===== config.mk =====
export PLATFORM = sky130hd
export DESIGN_NAME = mlt_cfg
export DESIGN_NICKNAME = d
export VERILOG_FILES = /design/src/sv/mlt_pkg.sv /design/src/sv/mlt_cfg.sv
export SDC_FILE = /design/constraint.sdc
export NUM_CORES = 1
export LEC_CHECK = 0
export ABC_AREA = 0
export BUFFER_PORTS_ARGS = -buffer_cell sky130_fd_sc_hd__buf_2
export CORE_UTILIZATION = 42
export CTS_BUF_LIST = sky130_fd_sc_hd__clkbuf_16
export DETAILED_ROUTE_END_ITERATION = 8
export GPL_TIMING_DRIVEN = 0
export PLACE_DENSITY_LB_ADDON = 0.2
export SYNTH_ARGS = -nofsm -noshare
export SYNTH_HDL_FRONTEND = slang
export SYNTH_SLANG_ARGS = --single-unit

===== constraint.sdc =====
create_clock -name clk -period 0.91 [get_ports clk]
set_input_delay 0.0455 -clock clk [delete_from_list [all_inputs] [get_ports clk]]
set_output_delay 0.0455 -clock clk [all_outputs]
set_load 0.01 [all_outputs]

===== src/sv/mlt_pkg.sv =====
// Shared types and constants of the MAC learning table with aging.
package mlt_pkg;

	localparam int MLT_ENTRIES = 64;
	localparam int MLT_PORTS   = 8;

	localparam int ADDR_W    = 48;
	localparam int PORT_W    = 3;
	localparam int TIME_W    = 32;
	localparam int PCOUNT_W  = 4;
	localparam int MASK_W    = 8;
	localparam int REMOVED_W = 7;
	localparam int PADDR_W   = 3;
	localparam int PDATA_W   = 32;

	localparam logic [PCOUNT_W-1:0] FLOOD_MAX =
		PCOUNT_W'((MLT_PORTS < MASK_W) ? MLT_PORTS : MASK_W);
	localparam logic [REMOVED_W-1:0] REMOVED_MAX = '1;

	localparam logic [TIME_W-1:0]   TIMEOUT_RESET = 32'd300;
	localparam logic [PCOUNT_W-1:0] PCOUNT_RESET  = 4'd8;

	typedef enum logic [1:0] {
		OP_LEARN  = 2'd0,
		OP_LOOKUP = 2'd1,
		OP_PURGE  = 2'd2
	} op_t;

	typedef enum logic [2:0] {
		ST_REFRESHED = 3'd0,
		ST_LEARNED   = 3'd1,
		ST_FULL      = 3'd2,
		ST_HIT       = 3'd3,
		ST_MISS      = 3'd4,
		ST_PURGED    = 3'd5
	} status_t;

	typedef enum logic {
		REG_TIMEOUT = 1'b0,
		REG_PCOUNT  = 1'b1
	} reg_idx_t;

	typedef enum logic [2:0] {
		S_CLEAR,
		S_IDLE,
		S_SCAN,
		S_LAST,
		S_COMMIT
	} state_t;

	typedef struct packed {
		logic [TIME_W-1:0]   age_limit;
		logic [PCOUNT_W-1:0] port_count;
	} cfg_t;

	typedef struct packed {
		logic                valid;
		logic [ADDR_W-1:0]   address;
		logic [PORT_W-1:0]   port;
		logic [TIME_W-1:0]   stamp;
	} entry_t;

	typedef struct packed {
		status_t              status;
		logic [PORT_W-1:0]    out_port;
		logic [MASK_W-1:0]    flood_mask;
		logic [REMOVED_W-1:0] removed_count;
	} result_t;

endpackage


===== src/sv/mlt_cfg.sv =====
// Configuration register bank with APB-style access.
module mlt_cfg (
	input  logic                          clk,
	input  logic                          arst_n,
	input  logic                          psel,
	input  logic                          penable,
	input  logic                          pwrite,
	input  logic [mlt_pkg::PADDR_W-1:0]   paddr,
	input  logic [mlt_pkg::PDATA_W-1:0]   pwdata,
	output logic [mlt_pkg::PDATA_W-1:0]   prdata,
	output logic                          pready,
	output mlt_pkg::cfg_t                 cfg
);

	mlt_pkg::cfg_t cfg_q;
	logic          wr_en;

	assign pready = 1'b1;
	assign wr_en  = psel && penable && pwrite && pready;
	assign cfg    = cfg_q;

	always_ff @(posedge clk or negedge arst_n) begin
		if (!arst_n) begin
			cfg_q.age_limit  <= mlt_pkg::TIMEOUT_RESET;
			cfg_q.port_count <= mlt_pkg::PCOUNT_RESET;
		end else if (wr_en) begin
			case (mlt_pkg::reg_idx_t'(paddr[2]))
				mlt_pkg::REG_TIMEOUT: begin
					cfg_q.age_limit <= pwdata;
				end
				mlt_pkg::REG_PCOUNT: begin
					cfg_q.port_count <= pwdata[mlt_pkg::PCOUNT_W-1:0];
				end
				default: begin
				end
			endcase
		end
	end

	always_comb begin
		case (mlt_pkg::reg_idx_t'(paddr[2]))
			mlt_pkg::REG_TIMEOUT: prdata = cfg_q.age_limit;
			mlt_pkg::REG_PCOUNT:  prdata = mlt_pkg::PDATA_W'(cfg_q.port_count);
			default:              prdata = '0;
		endcase
	end

endmodule


# ---- Yosys cells after proc, flatten, opt, wreduce, memory -nomap -nowiden
# Index checks and enable logic that the tools add are counted.
dict set report word_totals {
  regBits 36
  output_inout_bits 69
  inputBits 40
}
dict set report classes {
  mux 1
  n_bitwise 1
  reduce_logical 4
}
# cell count
set op_table {}
lappend op_table {{case mux 32 bit (2 select lines)} 1}
lappend op_table {{AND reduction 2 bit} 2}
lappend op_table {{logical AND 1 bit} 2}
lappend op_table {{inverter 1 bit} 1}

# ---- Depth between registers and ports, before layout
# Gate-level depths: netlist of run 1.
dict set report logic_depth {
  depth_word 3
  ltp_mapped 3
}

# ---- Worst setup path before layout of run 1
# Ideal clock, no wire load.
dict set report synth_path {
  path_type {input port to flip-flop}
  from {input paddr[2] in the netlist's numbering}
  to {register cfg_q (netlist bit cfg[10])}
  n_path_buf 1
  setup_time_ps 125
  t_arrival_ps 705
  path_slack_ps 80
  path_stages 3
  path_cell_list {nand4b_4 -> buf_6 -> mux2_4}
}
dict set report synth_via {
  elab_chain_len 2
}
# item line_no
set synth_lines {}
lappend synth_lines {{from (decl)} mlt_cfg.sv:8} ;# input logic [mlt_pkg::PADDR_W-1:0] paddr,
lappend synth_lines {{inverter 1 bit} --}
lappend synth_lines {{AND reduction 2 bit (no source line)} --}
lappend synth_lines {{to (decl)} mlt_cfg.sv:15} ;# mlt_pkg::cfg_t cfg_q;
# Every way passes these cells.
# A chain may end at the register's enable or synchronous reset.

# ---- Final worst setup path of run 1
dict set report layout_path {
  from {register cfg_q (netlist bit cfg[7])}
  to {output prdata[3] in the netlist's numbering}
}
dict set report layout_via {
  elab_chain_len 1
}
# item line_no
set layout_lines {}
lappend layout_lines {{case mux 32 bit (2 select lines)} mlt_cfg.sv:41} ;# case (mlt_pkg::reg_idx_t'(paddr[2]))
lappend layout_lines {{to (decl)} mlt_cfg.sv:10} ;# output logic [mlt_pkg::PDATA_W-1:0] prdata,
# Every way passes these cells.

==> impl_metrics.yaml, run 1 <==
setup_path:
  path_max_fanout: 2
  required_ns: 0.86
  crit_path_start: "cfg[7]$_DFFE_PN1P_"
  crit_family: "flip-flops"
  crit_slowest_cell: "dfstp_2"
  rr_startpoint: "cfg[8]$_DFFE_PN0P_"
  cp_num_buf_inv: 1
  startpoint_type: "flop"
  endpoint_kind: "output pin"
  critPathArrivalTime_ns: 1.06
  critical-path-max-stage-delay_ns: 0.54
  worstSetupPathType: "reg2out"
  crit_path_cell_trace: "mux2_4 -> buf_6"
  ff2ff_setup_slack_ns: 0.03
timing:
  tns_ns: -3.17
  rsz0062_at_grt: "yes"
  fmax_ghz: 0.907
  period_share_pct: 121
  setup_viol: 45
  slew_headroom_pct: 50.2
  worst_pin_slew_ns: 0.747
  maxSlewViolCount: 0
  fin_ws_ns: -0.192
  holdWs_ns: -0.154
  period_needed_ns: 1.10
  finalHoldViolations: 31
  finalClockSkew_ns: 0
die:
  die_area_um2: 4390
  rows: 22
  placeableCoreArea_um2: 3800
  ioPinCount: 109
  dieHeight_um: 66.2
  fp.dieW_um: 66.2
  initial_core_util_pct: 45.6
final_layout:
  antenna_cells: 0
  largest_reg_flops: 36
  fin_nets: 287
  design_area_um2: 2820
  area_delta_synth_final_pct: 62.8
  final_util_pct: 74.3
  drive_gt1_share_pct: 76.6
  final_cells: 296
route:
  first_iter_violations: 29
  drc: 0
  dr.pass1.iters: 3
  wl_per_cell_um: 13.2
  wl_met3_um: 234
  wl_met2_um: 1990
  vias: 1362
  ant_nets: 0
  routed_via_density: 4.60
  wirelength_met1_um: 1640
  totalWireLength_um: 3890
  maxUsedRoutingLayer: "met4"
clock_network:
  cts_made_buffers: 5
  clk_latency_ns: 0.27
  clkTransAtPathRegs_ns: 0.05
  htreeDepth: 2
  cts_buffer_depth: 2
  cts-root-buf: "clkbuf_16"
  cts_tree: "built"
  cts.sinks: 36
run_status:
  outcome: "finished, violations left"
  violations: "negative hold slack, negative setup slack"
power_and_ir_drop:
  powerDensity_nw_per_um2: 2190
  peakVddDrop_mv: 1.18
  power.total_mw: 6.19
  power.leakage_nw: 1.57
synthesis:
  seq_area_frac_synth_pct: 52.3
  avgSynthCellArea_um2: 15.2
  yosys_warnings: 0
  netlist_instances: 114
  synth.distinct_cells: 12
  ys_seq_elements: 36
  synth.cell_area_um2: 1730
  syn_nets: 154
global_route:
  grt_max_degree: 37
  antenna_found_initial: 0
  overflow: 0
  grt_pass1_wl_um: 5840
  grt_pass1_vias: 1229
  grtUsageTotal_pct: 18.0
job:
  drv_cap: 0
placement:
  dp.cells: 267
  dpl_cell_area_um2: 2320
  dpl.hpwl_um: 2650
  io_buffers: 105
  gp_congestion: 0.708
min_path:
  hold_path_class: "in2async"
## report_power, final
part	switching [mW]	total (mW)	internal, mW
Sequential	0.249	2.25	2.00
Clock	0.537	1.52	0.981
Combinational	0.867	2.43	1.56
## path summary, 6_finish.rpt
path | end | cells after the start
max reg2reg | cfg[8]$_DFFE_PN0P_ | 2
min reg2reg | cfg[13]$_DFFE_PN0P_ | 1
max | prdata[3] | 2
min in group clk | cfg[27]$_DFFE_PN0P_ | 2
max in group asynchronous | cfg[35]$_DFFE_PN0P_ | 1
min | cfg[33]$_DFFE_PN0P_ | 1
## logic make-up (layout without fill, tap and decap cells)
logic type / Yosys count / after routing / synth area share, %
muxes: 40 / 40 / 32.5
DFF: 36 / 36 / 52.3
and+or+nand+nor: 30 / 30 / 11.8
buffers and inverters: 7 / 141 / 3.10
other: 1 / 1 / 0.216
## per-layer routing
metal	vias up	track usage (%)
met1	649	23.4
met5	-	0
met3	4	3.45
li1	648	-
met4	0	5.59
met2	61	30.2
## metrics by stage
stage	hold WS, ns	setup slack, ns
after floorplan	-0.250	0.0798
after global placement	0.164	-0.174
after detailed placement	0.158	-0.185
after CTS	-0.123	-0.195
after global routing	-0.0838	-0.219
final	-0.154	-0.192
## cell usage after synthesis
cell,n,area (µm²)
dfrtp_1,31,776
mux2_4,30,450
nor2b_1,28,175
mux2_2,10,113
dfstp_2,5,131
buf_6,3,33.8
clkbuf_1,2,7.51
buf_2,1,5.00
buf_4,1,7.51
conb_1,1,3.75
nand4_1,1,6.26
nand4b_4,1,23.8
## layout make-up
type	instances	area [µm²]
buffer	7	56.3
clock buffer	5	125
clock inverter	3	11.3
fill	263	977
multi-input combinational	71	823
sequential	36	907
tap	48	60.1
timing repair buffer	126	838
## layout by cell type (no fill, tap or decap)
| master | instances |
|---|---|
| buf_2 | 86 |
| nor2b_1 | 22 |
| mux2_4 | 33 |
| conb_1 | 1 |
| inv_1 | 2 |
| buf_6 | 31 |
| dfrtp_1 | 31 |
| clkbuf_16 | 5 |
| clkinv_1 | 1 |
| nand4b_4 | 1 |
| nand4_1 | 1 |
| clkbuf_2 | 2 |
| buf_4 | 14 |
| nor2b_2 | 1 |
| mux2_2 | 7 |
| nor2b_4 | 5 |
| dfstp_2 | 5 |
## timing repair
item,CTS,global route
gates resized for setup,17,28
gates cloned,0,0
endpoints found under the setup margin,37,44
endpoints found under the hold margin,31,31
buffers inserted,18,4
(Power assumes the default switching activity.)
==> run 2: changes to the inputs <==
- CORE_UTILIZATION: 42 -> 38
- PLACE_DENSITY: default -> 0.74
- PLACE_DENSITY_LB_ADDON: 0.2 -> default
- clock period: 0.91 -> 0.89 ns (I/O delays scaled with it)
==> run 2 against run 1 <==
  * The run still ends with negative hold slack, negative setup slack left
  * Utilization decreased by 6.6 points
  * Clock power increased by 5%
  * Wire length increased by 17%
  * Final area increased by 4.4%
  * First-iteration DRC count increased by 41%
  * Register-to-register slack got worse by 0.05 ns
  * Die area increased by 10%
  * Sequential power increased by 3%
  * Hold slack about the same
  * Non-clock buffer count increased by 14
  * Critical path type unchanged
==> impl_metrics.yaml, run 2 (synthesis results as in run 1) <==
setup_path:
  crit_path_start: "cfg[5]$_DFFE_PN0P_"
  path_max_fanout: 2
  cp-endpoint: "prdata[1]"
  r2r_cells: 3
  required_ns: 0.85
  critical-path-max-stage-delay_ns: 0.39
  crit_path_cell_trace: "mux2_4 -> buf_6"
  startpoint_type: "flop"
  critPathArrivalTime_ns: 1.06
  crit_slowest_cell: "dfrtp_1"
  worstSetupPathType: "reg2out"
  endpoint_kind: "output pin"
  rr_startpoint: "cfg[6]$_DFFE_PN1P_"
  r2r-end: "cfg[6]$_DFFE_PN1P_"
  ff2ff_setup_slack_ns: -0.02
die:
  initial_core_util_pct: 39.8
  dieHeight_um: 69.5
  fp.dieW_um: 69.5
  ioPinCount: 109
  placeableCoreArea_um2: 4350
  die_area_um2: 4830
  rows: 24
min_path:
  hold_path_class: "in2async"
final_layout:
  largest_reg_flops: 36
  fin_nets: 301
  multiInputGateArea_um2: 817
  final_util_pct: 67.6
  layout_commonest_cell: "buf_2"
  fillers: 312
  final_cells: 314
  area_delta_synth_final_pct: 70.0
  ff_latch_area_um2: 907
  drive_gt1_share_pct: 71.4
  layout_common_cells: "90 x buf_2, 34 x mux2_4, 31 x dfrtp_1"
  antenna_cells: 0
placement:
  io_buffers: 105
  gp_congestion: 0.736
  dpl.hpwl_um: 2830
  dp.cells: 271
  place_ws_ns: -0.180
route:
  totalWireLength_um: 4560
  vias: 1453
  drc: 0
  wl_per_cell_um: 14.5
  first_iter_violations: 41
  routed_via_density: 4.63
  ant_nets: 0
  dr.pass1.iters: 4
clock_network:
  hold_buffers: 14
  cts-root-buf: "clkbuf_16"
  cts_buffer_depth: 2
  htreeDepth: 2
  clkTransAtPathRegs_ns: 0.05
  cts_made_buffers: 5
  clk_latency_ns: 0.27
  cts_tree: "built"
  cts.sinks: 36
power_and_ir_drop:
  comb_power_share_pct: 39.0
  p_clk_share_pct: 24.9
  powerDensity_nw_per_um2: 2180
  power.leakage_nw: 1.62
  switchingPower_mw: 1.77
  power.total_mw: 6.43
  netSwitchingFraction_pct: 27.6
  internal_power_mw: 4.65
  seqPwrFrac_pct: 36.0
  peakVddDrop_mv: 1.10
timing:
  fin_ws_ns: -0.218
  fmax_ghz: 0.902
  holdWs_ns: -0.153
  setup_viol: 49
  worst_pin_slew_ns: 0.791
  slew_headroom_pct: 47.2
  finalHoldViolations: 31
  rsz0062_at_grt: "yes"
  period_share_pct: 125
  finalClockSkew_ns: 0
  tns_ns: -4.72
  period_needed_ns: 1.11
  maxSlewViolCount: 0
global_route:
  overflow: 0
  antenna_found_initial: 0
  grt_pass1_vias: 1477
  grtUsageTotal_pct: 18.7
  grt_max_degree: 37
  grt_pass1_wl_um: 7010
job:
  drv_cap: 0
run_status:
  violations: "negative hold slack, negative setup slack"
  outcome: "finished, violations left"
==> run 2: changes by cell type in the layout (fill, tap and decap cells not counted), moves of 2 or more <==
cell | before | now
buf_4 | 14 | 11
nor2b_1 | 22 | 24
buf_2 | 86 | 90
dlygate4sd3_1 | 0 | 14
==> run 2: worst min path at each step <==
stage	end	slack [ns]
after CTS	cfg[4]$_DFFE_PN0P_	-0.12
after detailed placement	cfg[0]$_DFFE_PN0P_	0.18
after global routing	cfg[0]$_DFFE_PN0P_	-0.08
final	cfg[0]$_DFFE_PN0P_	-0.15
after floorplan	cfg[0]$_DFFE_PN0P_	-0.25
after global placement	cfg[4]$_DFFE_PN0P_	0.17
==> run 2: power by group through the flow <==
| stage | Clock, mW | Combinational, mW | Sequential (mW) |
|---|---|---|---|
| 2_1_floorplan | 0 | 0.856 | 2.47 |
| 3_3_place_gp | 0 | 1.75 | 2.32 |
| 3_5_place_dp | 0 | 1.78 | 2.33 |
| 4_1_cts | 1.66 | 2.29 | 2.29 |
| 5_1_grt | 1.73 | 2.65 | 2.37 |
| 6_report | 1.60 | 2.51 | 2.32 |
==> run 2: cell type report <==
type,count,area share [%]
repair buffers,140,32.8
well taps,52,2.21
clock inverters,3,0.382
clock buffers,5,4.25
multi-input cells,71,27.7
flip-flops and latches,36,30.8
plain buffers,7,1.87
==> run 2: repair_timing <==
action / 4_1_cts / 5_1_grt
buffers inserted: 17 / 5
resized for setup: 16 / 25
hold endpoints to repair: 45 / 31
endpoints found under the setup margin: 37 / 55
==> run 2: worst max-delay path, delay by kind of cell, from the launching register on <==
kind / cells / cell delay, ns
DFF: 1 / 0.39
buffers and inverters: 1 / 0.12
muxes: 1 / 0.28
==> run 2: per-layer routing <==
metal / GRT usage (%) / up-vias / share of wire [%]
li1: - / 675 / -
met1: 20.8 / 726 / 38
met2: 35.4 / 43 / 56
met3: 2.62 / 9 / 3.2
met4: 7.48 / 0 / 2.3
met5: 0 / - / 0
==> run 2: stage by stage <==
| step | area, µm² | hold slack (ns) |
|---|---|---|
| floorplan | 1730 | -0.251 |
| global placement | 2320 | 0.170 |
| global route | 2950 | -0.0828 |
| finish | 2950 | -0.153 |
| detailed placement | 2320 | 0.180 |
| CTS | 2810 | -0.122 |
